**config.mk**
```make
export PLATFORM = sky130hd
export DESIGN_NAME = ppu_ram
export DESIGN_NICKNAME = d
export VERILOG_FILES = /design/src/rtl/ppu_ram.sv
export SDC_FILE = /design/constraint.sdc
export NUM_CORES = 1
export LEC_CHECK = 0
export BUFFER_PORTS_ARGS = -buffer_cell sky130_fd_sc_hd__buf_4
export CORE_MARGIN = 8
export CORE_UTILIZATION = 50
export DETAILED_ROUTE_END_ITERATION = 6
export GPL_TIMING_DRIVEN = 1
export PLACE_DENSITY = 0.64
export SYNTH_ARGS = -nofsm -noshare
export SYNTH_HDL_FRONTEND = slang
export SYNTH_SLANG_ARGS = --single-unit
```
**constraint.sdc**
```tcl
create_clock -name i_clk -period 2.7 [get_ports i_clk]
set_input_delay 0.135 -clock i_clk [delete_from_list [all_inputs] [get_ports i_clk]]
set_output_delay 0.135 -clock i_clk [all_outputs]
set_load 0.01 [all_outputs]
```
**src/rtl/ppu_ram.sv**
```systemverilog
module ppu_ram #(
    parameter int WIDTH = 8,
    parameter int DEPTH = 64
) (
    input  logic                     i_clk,
    input  logic                     i_we,
    input  logic [$clog2(DEPTH)-1:0] i_addr,
    input  logic [WIDTH-1:0]         i_wdata,
    output logic [WIDTH-1:0]         o_rdata
);

    logic [WIDTH-1:0] r_mem [DEPTH];

    always_ff @(posedge i_clk) begin
        if (i_we) begin
            r_mem[i_addr] <= i_wdata;
        end
        o_rdata <= r_mem[i_addr];
    end

endmodule

```
# Yosys cells after proc, flatten, opt, wreduce, memory -nomap -nowiden
# Memories as Yosys holds them, arrays and structs flattened. A register that Yosys moved wholly into a read port is not among the register bits.
# Cells that the tools add are included.
[totals] regBits=0 latch_bits=0 ramBits=512 rom_bits=0 word_cells=3 memories=1
[mem_list] name="r_mem" words=64 width=8 read_ports=1 rd_ports_with_merged_regs=1 wr=1 line_no="12" text="logic [WIDTH-1:0] r_mem [DEPTH];"
[classes] addsub=0 multipliers=0 div_mod_pow=0 magnitude_cmp=0 eq_ne=0 n_shift=0 muxes=2 n_bitwise=0 n_reduce_logical=0
[op_table] op="2-to-1 mux 1 bit" count=2

# Depth between registers and ports, before layout
[depth] word_depth=2 depth_mapped=10

# Worst setup path before layout
# OpenSTA, ideal clock, no wires.
[synth_path] path_type="input-to-reg" startpoint="in i_addr[1]" endpoint="mem r_mem[13][0] (enable)" arrival_time_ps=1863 setup_slack_ps=466 path_stages=7 cell_sequence="buf_6 > buf_6 > nor2b_1 > clkbuf_1 > clkbuf_1 > nand3_1 > nor2_1"
[synth_lines] item="start: declaration" line_no="7" text="input logic [$clog2(DEPTH)-1:0] i_addr,"
[synth_lines] item="end: declaration" line_no="12"
# Straight into the memory's write port.

==> results.cfg <==
[setup_path]
critPathCaptureType = flop
worst_ep_arrival_time_ns = 2.70
ff2ff_setup_slack_ns = 0.47
critPathLaunchType = flop
critical_path_required_ns = 3.17
crit_type = reg -> reg
critPathMaxFanout = 1

[synthesis]
yosysSeqAreaShare = 0.760
synth-seq-cells = 520
syn_area_mm2 = 0.0204
ys_async_sr_fraction = 0
syn_area_per_cell_um2 = 17.5
synth.net_count = 1187
synth-xor-area-share = 0
yosys.area_share.adder = 0
synth_edf_count = 512
synth_cell_types = 56
synthFlopType = edfxtp_1
synth-compound-area-share = 0.0808
ys.warnings.count = 0
synthMuxAreaShare = 0.0826
yosys.area_share.simple = 0.0571
synth_top_family_by_area = multiplexers
syn_inst = 1171

[cells_and_area]
area_growth_pct = 16.2
final_area_mm2 = 0.0238
final_cell_mix = 512 x edfxtp_1, 161 x buf_4, 81 x nor2_1
final_util = 0.585
fill_cells = 3041
final_common_cell = edfxtp_1
finalNetCount = 1326
multiInputGateArea_mm2 = 0.00451
n_antenna_cell = 0
drive_above_1_share = 0.220
seq_area_mm2 = 0.0155

[global_routing]
grt_pass1_vias = 11300
grt_pass1_wl_mm = 76.0
grt_use_total = 0.217
grt_max_degree = 65
grt_overflow_total = 0
antenna_found_initial = 5

[drt]
vias = 11600
via_per_inst = 6.12
wl_per_cell_um = 27.3
drcViolationCount = 0
drt_iter0_markers = 1197
routed_wl_mm = 51.5
dr.pass1.iters = 5
detail-route-antenna-nets = 0

[placement]
post-place-ws_ns = 0.171
place_hpwl_mm = 32.5
portBuffers = 23
place.gp.congestion = 0.862
dpl_cell_area_mm2 = 0.0220

[floorplanning]
initial_core_util = 0.503
core-area_mm2 = 0.0406
die-width_um = 218
ios = 24
rows = 74
die_height_um = 218
die_area_mm2 = 0.0476

[clock_network]
clkTransAtPathRegs_ns = 0.07
cts_setup_buffers = 0
cts_sinks = 520
cts_max_level = 2
cts_buffers = 53
clockRootBuffer = clkbuf_16
postCtsHoldBufs = 0
cts_tree = done
cts_resized = 0
cts_buffer_depth = 3
insertion_delay_ns = 0.60

[pwr]
irDropWorstVdd_mv = 0.639
power_density_mw_per_mm2 = 729
leakagePower_nw = 7.91

[timing]
worst_slack_ns = 0.475
fmaxAchievable_ghz = 0.449
fin_crit_ns = 2.23
fin_skew_ns = 0.0207
finalCritPeriodShare = 0.824
tightest_slew_ns = 0.894
hold_viol_final = 0
rsz0062_at_grt = no
setup_tns_ns = 0
maxSlewHeadroom = 0.402
setup_viol = 0
maxSlewViolCount = 0

[hold_path]
min_path_type = in -> reg

[run_status]
status = complete, no violations

[job]
cap_violations = 0
==> synth_stat cells, types with 21 or more instances <==
| master | n | area [um2] |
|---|---|---|
| buf_2 | 30 | 150 |
| mux2i_1 | 63 | 631 |
| clkbuf_1 | 36 | 135 |
| o22ai_1 | 22 | 138 |
| a21oi_1 | 28 | 140 |
| nand2_1 | 45 | 169 |
| a22oi_1 | 40 | 300 |
| a221oi_1 | 21 | 184 |
| nand2b_1 | 24 | 150 |
| nor2_1 | 82 | 308 |
| mux4_2 | 41 | 923 |
| edfxtp_1 | 512 | 15400 |
==> sequential cells by signal (all words and copies together) (netlist names) <==
| signal | cells |
|---|---|
| o_rdata | 8 |
| r_mem | 512 |
==> per-layer routing <==
metal  track usage  part of all wire  vias up
met2         0.334              0.46      522
met5             0            0.0010        -
met1         0.299              0.41     5889
met4        0.0692             0.024        8
met3        0.0614             0.098       97
li1              -                 -     5037
==> critical path: stages, from the launching register on <==
cell and delay, ns:
edfxtp_1 0.37, mux2_1 0.30, mux4_2 0.46, o21ai_1 0.21, o2111ai_1 0.23, or4b_1 0.55
==> cell families after synthesis <==
logic type / count (synthesis)
DFF: 520
and+or+nand+nor: 229
muxes: 116
buffers and inverters: 84
AOI/OAI and AO/OA: 222
==> power breakdown <==
part	switching [W]	total, W	internal [W]
Combinational	0.000618	0.000966	0.000348
Sequential	0.0000288	0.00897	0.00894
Clock	0.00299	0.00738	0.00440
Total	0.00363	0.0173	0.0137
==> area by class of cell <==
type                       count  share of cell area
inverter                       3            0.000474
timing repair buffer         165              0.0539
sequential                   520               0.654
tap                          532              0.0280
multi-input combinational    567               0.190
clock buffer                  70              0.0603
clock inverter                30              0.0137
==> per-stage QoR <==
step                      std cells  total power [W]  hold slack, ns
after floorplan                1171          0.00962           0.234
after global placement         1787           0.0101           0.534
after detailed placement       1787           0.0101           0.539
after CTS                      1887           0.0174          0.0826
after global routing           1887           0.0178           0.123
final                          1887           0.0173          0.0931
==> worst paths after layout <==
kind / depth (start not counted) / from / endpoint
max: 5 / r_mem[6][7] / o_rdata[7]
min: 1 / i_wdata[6] / r_mem[59][6]
max reg2reg: 5 / r_mem[6][7] / o_rdata[7]
min reg2reg: 3 / r_mem[3][2] / o_rdata[2]
Power figures use the tool's default switching activity.
