===== src/rtl/ppu_pkg.sv =====
package ppu_pkg;

    localparam int CNT_W       = 7;
    localparam int QUEUE_DEPTH = 2;
    localparam int IN_DATA_W   = 320;
    localparam int OUT_DATA_W  = 168;

    localparam logic CMD_ADD  = 1'b0;
    localparam logic CMD_TICK = 1'b1;

    localparam logic [1:0] KIND_ACK    = 2'd0;
    localparam logic [1:0] KIND_RECORD = 2'd1;
    localparam logic [1:0] KIND_EMPTY  = 2'd2;

    localparam logic [16:0] AGE_ONE = 17'h10000;
    localparam logic [16:0] AGE_MAX = 17'h1FFFF;

    // one pool entry, as held in the particle ram
    typedef struct packed {
        logic [47:0] motion;  // damping 15..0, spin 31..16, angle 47..32
        logic [31:0] size;    // begin low, end high
        logic [63:0] colour;  // begin low, end high
        logic [31:0] rate;
        logic [16:0] age;
        logic [47:0] axis;
        logic [47:0] vel;
        logic [47:0] pos;
    } t_entry;

    typedef struct packed {
        logic        cmd;
        logic [15:0] dt;
        t_entry      entry;
    } t_cmd;

    typedef enum logic [1:0] {
        F_IDLE,
        F_DIV,
        F_PUSH
    } t_fstate;

    typedef enum logic [3:0] {
        B_IDLE,
        B_RD,
        B_M1,
        B_M2,
        B_M3,
        B_MVRD,
        B_MVWR,
        B_ERD,
        B_EL,
        B_HOLD
    } t_bstate;

    function automatic logic [15:0] sat16(input logic signed [25:0] v);
        logic [15:0] r;
        if (v > 26'sd32767) begin
            r = 16'h7FFF;
        end else if (v < -26'sd32768) begin
            r = 16'h8000;
        end else begin
            r = v[15:0];
        end
        return r;
    endfunction

    function automatic logic [7:0] lerp8(input logic [7:0] a, input logic [7:0] b,
                                         input logic [16:0] t);
        logic [16:0] tc;
        logic [25:0] s;
        tc = AGE_ONE - t;
        s  = 26'(a) * 26'(tc) + 26'(b) * 26'(t);
        return s[23:16];
    endfunction

    function automatic logic [15:0] lerp16(input logic [15:0] a, input logic [15:0] b,
                                           input logic [16:0] t);
        logic [16:0] tc;
        logic [33:0] s;
        tc = AGE_ONE - t;
        s  = 34'(a) * 34'(tc) + 34'(b) * 34'(t);
        return s[31:16];
    endfunction

endpackage


===== src/rtl/ppu_front.sv =====
module ppu_front (
    input  logic                                i_clk,
    input  logic                                i_rst_n,
    input  logic                                i_s_tvalid,
    output logic                                o_s_tready,
    input  logic [ppu_pkg::IN_DATA_W-1:0]       i_s_tdata,
    input  logic                                i_s_tuser,
    output logic                                o_q_valid,
    output ppu_pkg::t_cmd                       o_q_data,
    input  logic                                i_q_pop
);
    import ppu_pkg::*;

    t_fstate     r_state, n_state;
    t_cmd        r_item;
    logic [15:0] r_life;
    logic [15:0] r_rem;
    logic [24:0] r_quo;
    logic [4:0]  r_bit;

    t_cmd        r_q [QUEUE_DEPTH];
    logic        r_wp, r_rp;
    logic [1:0]  r_cnt;

    logic        s_xfer, push, full;
    logic [16:0] rem_sh, rem_sub;
    logic        ge;
    logic [24:0] quo_nx;
    t_cmd        in_item;

    assign o_s_tready = (r_state == F_IDLE);
    assign s_xfer     = i_s_tvalid && o_s_tready;
    assign full       = (r_cnt == 2'(QUEUE_DEPTH));
    assign push       = (r_state == F_PUSH) && !full;
    assign o_q_valid  = (r_cnt != 2'd0);
    assign o_q_data   = r_q[r_rp];

    // restoring divide of 2^24 by the life span, one quotient bit a cycle
    assign rem_sh  = {r_rem, (r_bit == 5'd24)};
    assign ge      = rem_sh >= {1'b0, r_life};
    assign rem_sub = rem_sh - {1'b0, r_life};
    assign quo_nx  = {r_quo[23:0], ge};

    always_comb begin
        in_item              = '0;
        in_item.cmd          = i_s_tuser;
        in_item.dt           = i_s_tdata[15:0];
        in_item.entry.pos    = i_s_tdata[63:16];
        in_item.entry.vel    = i_s_tdata[111:64];
        in_item.entry.axis   = i_s_tdata[159:112];
        in_item.entry.colour = {i_s_tdata[239:208], i_s_tdata[207:176]};
        in_item.entry.size   = i_s_tdata[271:240];
        in_item.entry.motion = {i_s_tdata[319:304], i_s_tdata[175:160], i_s_tdata[303:288]};
        in_item.entry.age    = '0;
        in_item.entry.rate   = 32'hFFFF_FFFF;
    end

    always_comb begin
        n_state = r_state;
        unique case (r_state)
            F_IDLE: begin
                if (s_xfer) begin
                    if (i_s_tuser == CMD_ADD && i_s_tdata[287:272] != 16'd0) begin
                        n_state = F_DIV;
                    end else begin
                        n_state = F_PUSH;
                    end
                end
            end
            F_DIV: begin
                if (r_bit == 5'd0) begin
                    n_state = F_PUSH;
                end
            end
            F_PUSH: begin
                if (!full) begin
                    n_state = F_IDLE;
                end
            end
            default: n_state = F_IDLE;
        endcase
    end

    always_ff @(posedge i_clk) begin
        if (!i_rst_n) begin
            r_state <= F_IDLE;
            r_wp    <= 1'b0;
            r_rp    <= 1'b0;
            r_cnt   <= 2'd0;
        end else begin
            r_state <= n_state;
            if (push) begin
                r_wp <= ~r_wp;
            end
            if (i_q_pop) begin
                r_rp <= ~r_rp;
            end
            r_cnt <= r_cnt + 2'(push) - 2'(i_q_pop);
        end
    end

    always_ff @(posedge i_clk) begin
        if (s_xfer) begin
            r_item <= in_item;
            r_life <= i_s_tdata[287:272];
            r_rem  <= '0;
            r_quo  <= '0;
            r_bit  <= 5'd24;
        end
        if (r_state == F_DIV) begin
            r_rem <= ge ? rem_sub[15:0] : rem_sh[15:0];
            r_quo <= quo_nx;
            r_bit <= r_bit - 5'd1;
            if (r_bit == 5'd0) begin
                r_item.entry.rate <= {7'd0, quo_nx};
            end
        end
        if (push) begin
            r_q[r_wp] <= r_item;
        end
    end

endmodule


===== config.mk =====
export PLATFORM = sky130hd
export DESIGN_NAME = ppu_front
export DESIGN_NICKNAME = d
export VERILOG_FILES = /design/src/rtl/ppu_pkg.sv /design/src/rtl/ppu_front.sv
export SDC_FILE = /design/constraint.sdc
export NUM_CORES = 1
export LEC_CHECK = 0
export ABC_AREA = 1
export BUFFER_PORTS_ARGS = -buffer_cell sky130_fd_sc_hd__buf_2
export CAP_MARGIN = 20
export CORE_UTILIZATION = 55
export CTS_CLUSTER_SIZE = 24
export DETAILED_ROUTE_END_ITERATION = 6
export PLACE_DENSITY = 0.79
export SLEW_MARGIN = 15
export SYNTH_ARGS = -nofsm -noshare
export SYNTH_HDL_FRONTEND = slang
export SYNTH_SLANG_ARGS = --single-unit

===== constraint.sdc =====
create_clock -name i_clk -period 24.4 [get_ports i_clk]
set_clock_uncertainty 0.05 [all_clocks]
set_input_delay 0 -clock i_clk [delete_from_list [all_inputs] [get_ports i_clk]]
set_output_delay 0 -clock i_clk [all_outputs]
set_load 0.005 [all_outputs]

## Yosys cells after proc, flatten, opt, wreduce, memory -nomap -nowiden

Memory sizes are Yosys's and may differ from the RTL's. A register that Yosys moved wholly into a read port is not among the register bits.
Index checks and enable logic that the tools add are counted.

- Bits in registers: 404
- Bits in writable memories: 674
- Output and inout port bits: 356
- Word-level logic and storage cells: 62
- Memories kept: 1

Memory list:

| name | depth | bits a word | rd ports | clocked after Yosys merged registers in | wr ports | line | RTL |
|---|---|---|---|---|---|---|---|
| r_q | 2 | 337 | 1 | 1 | 1 | ppu_front.sv:21 | `t_cmd r_q [QUEUE_DEPTH];` |

- Add/sub/neg operators: 4
- $lt $le $gt $ge: 1
- Eq/ne operators: 7
- Mux-type cells: 19
- Bitwise logic cells: 3
- Reduce and logical (&&, ||, !) cells: 10

Operators with widths:

| kind | count |
|---|---|
| 193-bit 2-to-1 mux | 1 |
| 32-bit 2-to-1 mux | 2 |
| 16-bit 2-to-1 mux | 3 |
| 24-bit 2-to-1 mux | 2 |
| 17-bit by 16-bit >= comparator with 1-bit output | 1 |
| 16-bit nonzero test | 1 |
| 16-bit subtractor | 1 |
| 5-bit 2-to-1 mux | 2 |
| 2-bit 2-to-1 mux | 4 |
| 2-bit one-hot mux with 3 select lines | 1 |
| 5-bit == test (second input constant) | 1 |
| 5-bit zero test | 1 |
| 5-bit by 1-bit subtractor with 5-bit output (second input constant) | 1 |
| 2-bit == test (second input constant) | 2 |
| 1-bit 2-to-1 mux | 4 |
| 2-bit inequality test (second input constant) | 2 |
| 2-bit nonzero test | 2 |
| 1-bit logical AND | 3 |
| 1-bit inverter | 3 |
| 3-bit AND reduction | 1 |
| 2-bit by 1-bit adder with 2-bit output | 1 |
| 2-bit by 1-bit == test with 1-bit output (second input constant) | 1 |
| 2-bit zero test | 1 |
| 2-bit by 1-bit inequality test with 1-bit output (second input constant) | 1 |
| 2 further kinds | 2 |

## Depth between registers and ports, before layout

Gate-level depths: netlist of the first run.

- Depth after elaboration: 5
- Depth in mapped cells: 18

## Worst setup path after synthesis of the first run

OpenSTA, ideal clock, no wires.

- Path type: reg2reg
- From: register r_state[0]
- To: memory r_q[1][0] (netlist name), enable pin
- Arrival time: 14.659 ns
- Required time: 23.307 ns
- Slack: 8.648 ns
- Stages on the path, launching flop included: 6
- Path buffers: 0
- Clock period less this slack: 15.752 ns
- Path through: dfxtp_1 -> inv_1 -> nand2_1 -> a21oi_1 -> inv_1 -> nor2_1

- Word-level cells in the longest chain between the ends: 4

RTL lines:

| item | line | RTL |
|---|---|---|
| from (decl) | ppu_front.sv:14 | `t_fstate r_state, n_state;` |
| from (signal assigned) | ppu_front.sv:91 | `r_state <= n_state;` |
| 2-bit == test | ppu_front.sv:34 | `assign push = (r_state == F_PUSH) && !full;` |
| 1-bit logical AND | ppu_front.sv:34 |  |
| 1-bit 2-to-1 mux | ppu_front.sv:118 | `if (push) begin` |
| 1-bit 2-to-1 mux (not written as such) | ppu_front.sv:119 | `r_q[r_wp] <= r_item;` |
| to (decl) | ppu_front.sv:21 |  |

Every way passes these cells.

## Final worst setup path of the first run

- From: register r_state[0]
- To: memory r_q[0][293] (netlist name), enable pin

The elaborated chain is that of the path after synthesis.

==> results.md, run 1 <==
* Total via count in the routed design at 22,450
* Site row count at 96
* Final Hold Slack at 15.92 ps
* Port-buffer cells at 663
* Result of the run: finished, final reports clean
* Global-route wire length before repair at 146.5 mm
* Num CTS Buffers at 102
* Vias per Instance at 5.352
* RSZ-0062 raised after global routing: no
* Synth Warn # at 0
* Setup slack of the most critical reg-to-reg path at 19,630 ps
* Vertical extent of the die at 266.6 um
* Worst path slowest cell: buf_4
* Clock slew at reported path FFs at 70 ps
* Max capacitance violation total at 0
* Highest attainable clock frequency at 209.5 MHz
* DRC violation count after routing at 0
* Primary flip-flop cell chosen by synthesis mapping: edfxtp_1
* CTS max path bufs at 3
* Clock tree from TritonCTS: done
* Unique cell type count in the Yosys netlist at 36
* Syn Inst Count at 1,955
* Setup violations, final at 0
* Leading area contributor after synthesis: edfxtp_1
* Worst rel slew slack at 24.67%
* Area of placed instances at 42,830 um2
* Synthesized area per cell at 19.70 um2
* Hold violation total from the final report at 0
* Endpoint kind of the worst setup timing path: flop
* Top cell by count, worst path: buf_4
* Multi-input gate area at 5664 um2
* Full die area at 71,090 um2
* Cell Pwr Density at 83.56 nW/um2
* Top cell type's share of synthesized area at 81.08%
* Vias in the first global route at 23,590
* Violation count after the first detailed-routing iteration at 1,884
* Number of sinks on the clock net at 1,079
* Final weighted congestion in routability-driven placement at 0.8876
* Setup TNS at 0 ps
* Leading post-synthesis cells by cell area: edfxtp_1 81%, mux2_2 9.9%, dfxtp_1 2.0%, inv_1 1.3%, nand2_1 1.0%
* Leakage component of the power at 18.76 nW
* Skew-Pair Late Insertion Delay at 660 ps
* Final wirelength at 102.5 mm
* Maximum fanout along the worst path at 71
* Flip-flop and latch count after synthesis at 1,079
* Crit Reg-Reg Endpoint: r_q[0][293]
* Maximum vdd drop at 0.00007647 V
* Synthesis-to-finish area growth at 32.50%
* Final instance area at 51,040 um2
* Count of boundary I/O pins at 681
* Half-perimeter wire length after detailed placement at 53.67 mm
* Fraction of layout instances using a drive strength above 1 at 37.16%
* End point of the most critical hold path: r_item[246]
* Final setup slack of the worst path at 19,630 ps
* CP top delay family: buffers and inverters
* Origin of the worst min-delay path: i_s_tdata[229]
* Clock root buffer master: clkbuf_16
* Initial antenna violation count at 12
* Core Region at 68,950 um2
* Combined global-route utilization of all metal layers at 28.06%
* Critical path buffers and inverters at 5
* Post-synthesis instance area at 38,520 um2
* Largest net degree at the start of global routing at 158
* Most numerous cell in the Yosys netlist: edfxtp_1
* Number of enable-type register cells in the synthesized netlist at 1,040
* Overall overflow remaining after global route at 0
* Synth top cells by count: 1,040 x edfxtp_1, 337 x mux2_2, 133 x inv_1
* Launch instance of the worst register-to-register path: r_state[0]
* Cells traversed along the worst timing path: inv_1 > nand2_1 > a21oi_1 > inv_1 > nor2_4 > buf_4 > buf_4 > buf_4
* Startpoint type of the worst setup path: flop
* Horizontal die dimension at 266.6 um
* 1st-pass router iterations at 5
* R2R depth at 8
* Total of fill cells in the finished design at 3,734
* Fraction of registers with async set or reset after synthesis at 0%
* Hold Path Class: in2reg
* Number of levels in the clock H-tree at 3
* WL/cell at 24.44 um
* Portion of the clock cycle consumed by the worst path in the final layout at 19.56%
* Number of nets in the finished design at 3,509
* Arrival time of data at the critical path endpoint at 4990 ps
* Number of cells traversed by the worst hold path at 2
* Pins over their slew limit at 0
* Antenna-violating nets left at 0
* Post-placement setup slack at 19,790 ps
* Post-cts resize count at 0
* Measured slew at the worst slew-check pin at 1130 ps
* Initial Utilization at 55.87%
* Post-synthesis sequential area ratio at 83.11%
* Post-layout minimum cycle time at 4773 ps
* Data required time of the critical path at 24,620 ps
* Register cell area after layout at 32,010 um2
* Category of the critical setup timing path: reg2reg
* Delay of the slowest cell on the worst path at 910 ps
[how the worst max path moves through the flow]
stage / startpoint / end / slack [ps] / depth (start not counted)
finish: r_state[0] / r_q[0][293] / 19630 / 8
global route: r_state[0] / r_q[0][286] / 19360 / 8
CTS: r_state[0] / r_q[0][17] / 19740 / 8
detailed placement: r_state[0] / r_q[0][294] / 19790 / 8
global placement: r_state[0] / r_q[0][322] / 19880 / 8
floorplan: r_state[0] / r_q[1][0] / 8650 / 5
[through the flow]
stage	util [%]	total power, mW	std cells
3_5_place_dp	62.12	2.582	3515
3_3_place_gp	62.12	2.563	3515
5_1_grt	74.01	4.379	4190
4_1_cts	73.90	4.215	4176
2_1_floorplan	-	2.462	1971
6_report	74.03	4.264	4194
[logic make-up after synthesis]
| group | synth area share, % |
|---|---|
| other | 0.009736 |
| buffers and inverters | 2.391 |
| and+or+nand+nor | 2.982 |
| xor gates and xnor gates | 0.2046 |
| AOI/OAI and AO/OA | 0.7536 |
| DFF | 83.11 |
| adders and majority gates | 0.7016 |
| muxes | 9.852 |
[cells in the final DEF, fill, tap and decap left out, types with 5 or more instances in the layout]
| cell | instances |
|---|---|
| nand3b_1 | 6 |
| nor2_1 | 82 |
| clkbuf_16 | 103 |
| buf_2 | 663 |
| nor3_1 | 6 |
| buf_4 | 15 |
| nand3_1 | 15 |
| clkinv_1 | 22 |
| bufinv_16 | 11 |
| nor2_4 | 6 |
| o22ai_1 | 24 |
| edfxtp_1 | 1040 |
| dlygate4sd3_1 | 474 |
| diode_2 | 15 |
| clkbuf_1 | 17 |
| clkinv_2 | 18 |
| nand2_1 | 106 |
| a21oi_1 | 11 |
| o21ai_0 | 12 |
| xnor2_1 | 5 |
| inv_1 | 133 |
| inv_6 | 5 |
| conb_1 | 17 |
| ha_1 | 20 |
| dfxtp_1 | 38 |
| nand4_1 | 5 |
| mux2_2 | 337 |
| nand2_2 | 16 |
[per-layer routing]
layer  up-vias  track usage, %  part of all wire, %
met5         -               0                    0
met4         0           15.73                  6.4
met3       352           5.102                  6.9
met2      1219           50.82                   52
met1     11150           31.02                   34
li1       9728               -                    -
[power by group]
part           switching [mW]  internal (mW)  total [mW]  leakage [nW]
clock                   0.722          0.908        1.63          1.65
combinational           0.235          0.191       0.426          7.28
sequential             0.0508           2.16        2.21          9.83
[what timing repair did]
item	in CTS	in global routing
hold buffers	472	2
setup buffers	0	0
endpoints found under the hold margin	356	2
setup endpoints to repair	0	0
[sequential cells by signal (all words and copies together), names as in the netlist, named ones only]
| name | cells |
|---|---|
| r_rem | 16 |
| r_quo | 24 |
| r_life | 16 |
| r_state | 2 |
| r_bit | 5 |
| r_wp | 1 |
| r_rp | 1 |
| r_item | 337 |
| r_cnt | 2 |
| r_q | 674 |
[final cells by class]
cell class | instances | share of cell area, %
repair buffers | 1155 | 16.15
clock buffers | 123 | 5.256
flip-flops and latches | 1079 | 62.73
multi-input cells | 688 | 11.10
diodes | 15 | 0.07355
inverters | 137 | 1.008
well taps | 931 | 2.282
clock inverters | 66 | 1.405
Power figures use the tool's default switching activity.
==> run 2: changes to the inputs <==
--- a/config.mk
+++ b/config.mk
@@ -8,10 +8,10 @@
 export ABC_AREA = 1
 export BUFFER_PORTS_ARGS = -buffer_cell sky130_fd_sc_hd__buf_2
 export CAP_MARGIN = 20
-export CORE_UTILIZATION = 55
+export CORE_UTILIZATION = 50
 export CTS_CLUSTER_SIZE = 24
 export DETAILED_ROUTE_END_ITERATION = 6
-export PLACE_DENSITY = 0.79
+export PLACE_DENSITY = 0.75
 export SLEW_MARGIN = 15
 export SYNTH_ARGS = -nofsm -noshare
 export SYNTH_HDL_FRONTEND = slang
==> constraint.sdc (replaced) <==
create_clock -name i_clk -period 4.09 [get_ports i_clk]
set_clock_uncertainty 0.05 [all_clocks]
set_input_delay 0 -clock i_clk [delete_from_list [all_inputs] [get_ports i_clk]]
set_output_delay 0 -clock i_clk [all_outputs]
set_load 0.005 [all_outputs]
==> results.md, run 2 (same netlist as run 1, synthesis figures left out) <==
* Worst rel slew slack at 35.02% (was 24.67%)
* Result of the run: finished, final reports clean (unchanged)
* Most flop-heavy register: r_q (unchanged)
* Buffers inserted during post-CTS setup optimization at 0 (unchanged)
* Num CTS Buffers at 106 (was 102)
* Hold violation total from the final report at 0 (unchanged)
* Setup violations, final at 0 (unchanged)
* Total via count in the routed design at 22,510 (was 22,450)
* Clock tree from TritonCTS: done (unchanged)
* Number of levels in the clock H-tree at 3 (unchanged)
* Initial Utilization at 50.63% (was 55.87%)
* Post-layout minimum cycle time at 2821 ps (was 4773 ps)
* Hold Path Class: in2reg (unchanged)
* Global route hottest layer: met2 (unchanged)
* Switching power total at 5.969 mW (was 1.008 mW)
* Setup TNS at 0 ps (unchanged)
* Clock slew at reported path FFs at 60 ps (was 70 ps)
* Number of nets in the finished design at 3,572 (was 3,509)
* Combined global-route utilization of all metal layers at 24.82% (was 28.06%)
* Half-perimeter wire length after detailed placement at 54.75 mm (was 53.67 mm)
* Violation count after the first detailed-routing iteration at 1,668 (was 1,884)
* GR Util met2 at 45.31% (was 50.82%)
* Number of sinks on the clock net at 1,079 (unchanged)
* Category of the critical setup timing path: reg2reg (unchanged)
* Maximum vdd drop at 0.0004297 V (was 0.00007647 V)
* Site row count at 101 (was 96)
* Vias per Instance at 5.164 (was 5.352)
* Most frequent standard cell in the layout excluding fill and tap cells: edfxtp_1 (unchanged)
* Maximum fanout along the worst path at 3 (was 71)
* Met1 track utilization from global routing at 27.17% (was 31.02%)
* Fraction of power consumed by combinational cells at 10.3% (was 10.0%)
* RSZ-0062 raised after global routing: no (unchanged)
* Leakage component of the power at 19.04 nW (was 18.76 nW)
* Arrival time of data at the critical path endpoint at 3180 ps (was 4990 ps)
* Synthesis-to-finish area growth at 34.48% (was 32.50%)
* CTS max path bufs at 3 (unchanged)
* Data required time of the critical path at 4450 ps (was 24,620 ps)
* Portion of the clock cycle consumed by the worst path in the final layout at 68.98% (was 19.56%)
* Most frequent cells in the layout: 1,040 x edfxtp_1, 663 x buf_2, 506 x dlygate4sd3_1 (was 1,040 x edfxtp_1, 663 x buf_2, 474 x dlygate4sd3_1)
* Final Hold Slack at 25.33 ps (was 15.92 ps)
* Sequential share of power at 52.1% (was 51.8%)
* Startpoint type of the worst setup path: flop (unchanged)
* Port-buffer cells at 663 (unchanged)
* Cell Pwr Density at 488.1 nW/um2 (was 83.56 nW/um2)
* Initial antenna violation count at 14 (was 12)
* Horizontal die dimension at 279.6 um (was 266.6 um)
* Core Region at 76,080 um2 (was 68,950 um2)
* M3 GR Usage at 4.904% (was 5.102%)
* Largest net degree at the start of global routing at 136 (was 158)
* Flip-flop count of the largest register after layout at 674 (unchanged)
* Net switching fraction of the power at 23.61% (was 23.63%)
* Vertical extent of the die at 279.6 um (was 266.6 um)
* DRC violation count after routing at 0 (unchanged)
* Int Pwr at 19.31 mW (was 3.257 mW)
* Biggest registers after layout: r_q: 674 flops, r_item: 337 flops, r_quo: 24 flops (unchanged)
* Skew-Pair Late Insertion Delay at 660 ps (about the same)
* Global-route wire length before repair at 144.6 mm (was 146.5 mm)
* Overall overflow remaining after global route at 0 (unchanged)
* Fraction of layout instances using a drive strength above 1 at 37.15% (was 37.16%)
* Final weighted congestion in routability-driven placement at 0.8588 (was 0.8876)
* Highest attainable clock frequency at 354.4 MHz (was 209.5 MHz)
* Clock root buffer master: clkbuf_16 (unchanged)
* Final wirelength at 100.2 mm (was 102.5 mm)
* WL/cell at 23.00 um (was 24.44 um)
* Endpoint kind of the worst setup timing path: flop (unchanged)
* Max capacitance violation total at 0 (unchanged)
* Pins over their slew limit at 0 (unchanged)
* Vias in the first global route at 24,070 (was 23,590)
* Count of boundary I/O pins at 681 (unchanged)
* Antenna-violating nets left at 0 (unchanged)
* 1st-pass router iterations at 5 (unchanged)
* Proportion of power drawn by the clock network at 37.7% (was 38.2%)
* Full die area at 78,150 um2 (was 71,090 um2)
* Measured slew at the worst slew-check pin at 973.6 ps (was 1130 ps)
run 2: worst paths after layout:
kind	cells after the start	from	slack, ps	to
min reg2reg	0	r_item[240]	370	r_q[0][223]
max reg2reg	14	r_bit[0]	1270	r_rem[8]
min	2	i_s_tdata[298]	30	r_item[299]
max	14	r_bit[0]	1270	r_rem[8]
run 2: cell type report:
cell class                      instances  area [um2]
Sequential cell                      1079       32020
Fill cell                            4638       24280
Timing Repair Buffer                 1214        8909
Multi-Input combinational cell        688        5673
Clock buffer                          137        2800
Tap cell                             1030        1289
Clock inverter                         59       560.5
Inverter                              137       514.2
Antenna cell                           15       37.54
run 2: per-stage QoR:
step / utilization, % / cell area, um2 / worst slack, ps / total power, mW / instances
final: 68.09 / 51800 / 1269 / 25.28 / 4359
after global routing: 68.08 / 51790 / 1057 / 26.04 / 4357
after CTS: 68.01 / 51740 / 1234 / 25.10 / 4342
after detailed placement: 56.96 / 43340 / 1278 / 15.45 / 3642
after global placement: 56.96 / 43340 / 1289 / 15.36 / 3642
after floorplan: - / 38610 / -2991 / 14.59 / 1971
run 2: layer usage:
layer / part of all wire [%] / vias to the layer above
met5: 0.013 / -
met4: 5.3 / 2
met1: 35 / 11250
met2: 53 / 1076
met3: 6.4 / 305
li1: - / 9877
run 2: what timing repair did:
item                                   in CTS  in global routing
resized for setup                           0                  0
hold buffers                              504                  2
endpoints found under the hold margin     342                  2
run 2: critical path: stages, from the launching register on:
cell and delay (ps):
edfxtp_1 400, inv_1 120, ha_1 160, inv_1 50
nor4_1 320, inv_1 80, ha_1 220, fa_1 430
nor2_1 130, nor2_1 90, o21ai_0 200, xnor2_1 160
nand2_2 60, nand2_1 60, nor2_1 40
run 2: power by group through the flow:
stage	Clock, mW	Combinational, mW	Sequential [mW]
global placement	0	2.07	13.3
finish	9.53	2.59	13.2
detailed placement	0	2.11	13.3
CTS	9.46	2.52	13.1
floorplan	0	1.28	13.3
global route	10.1	2.77	13.2
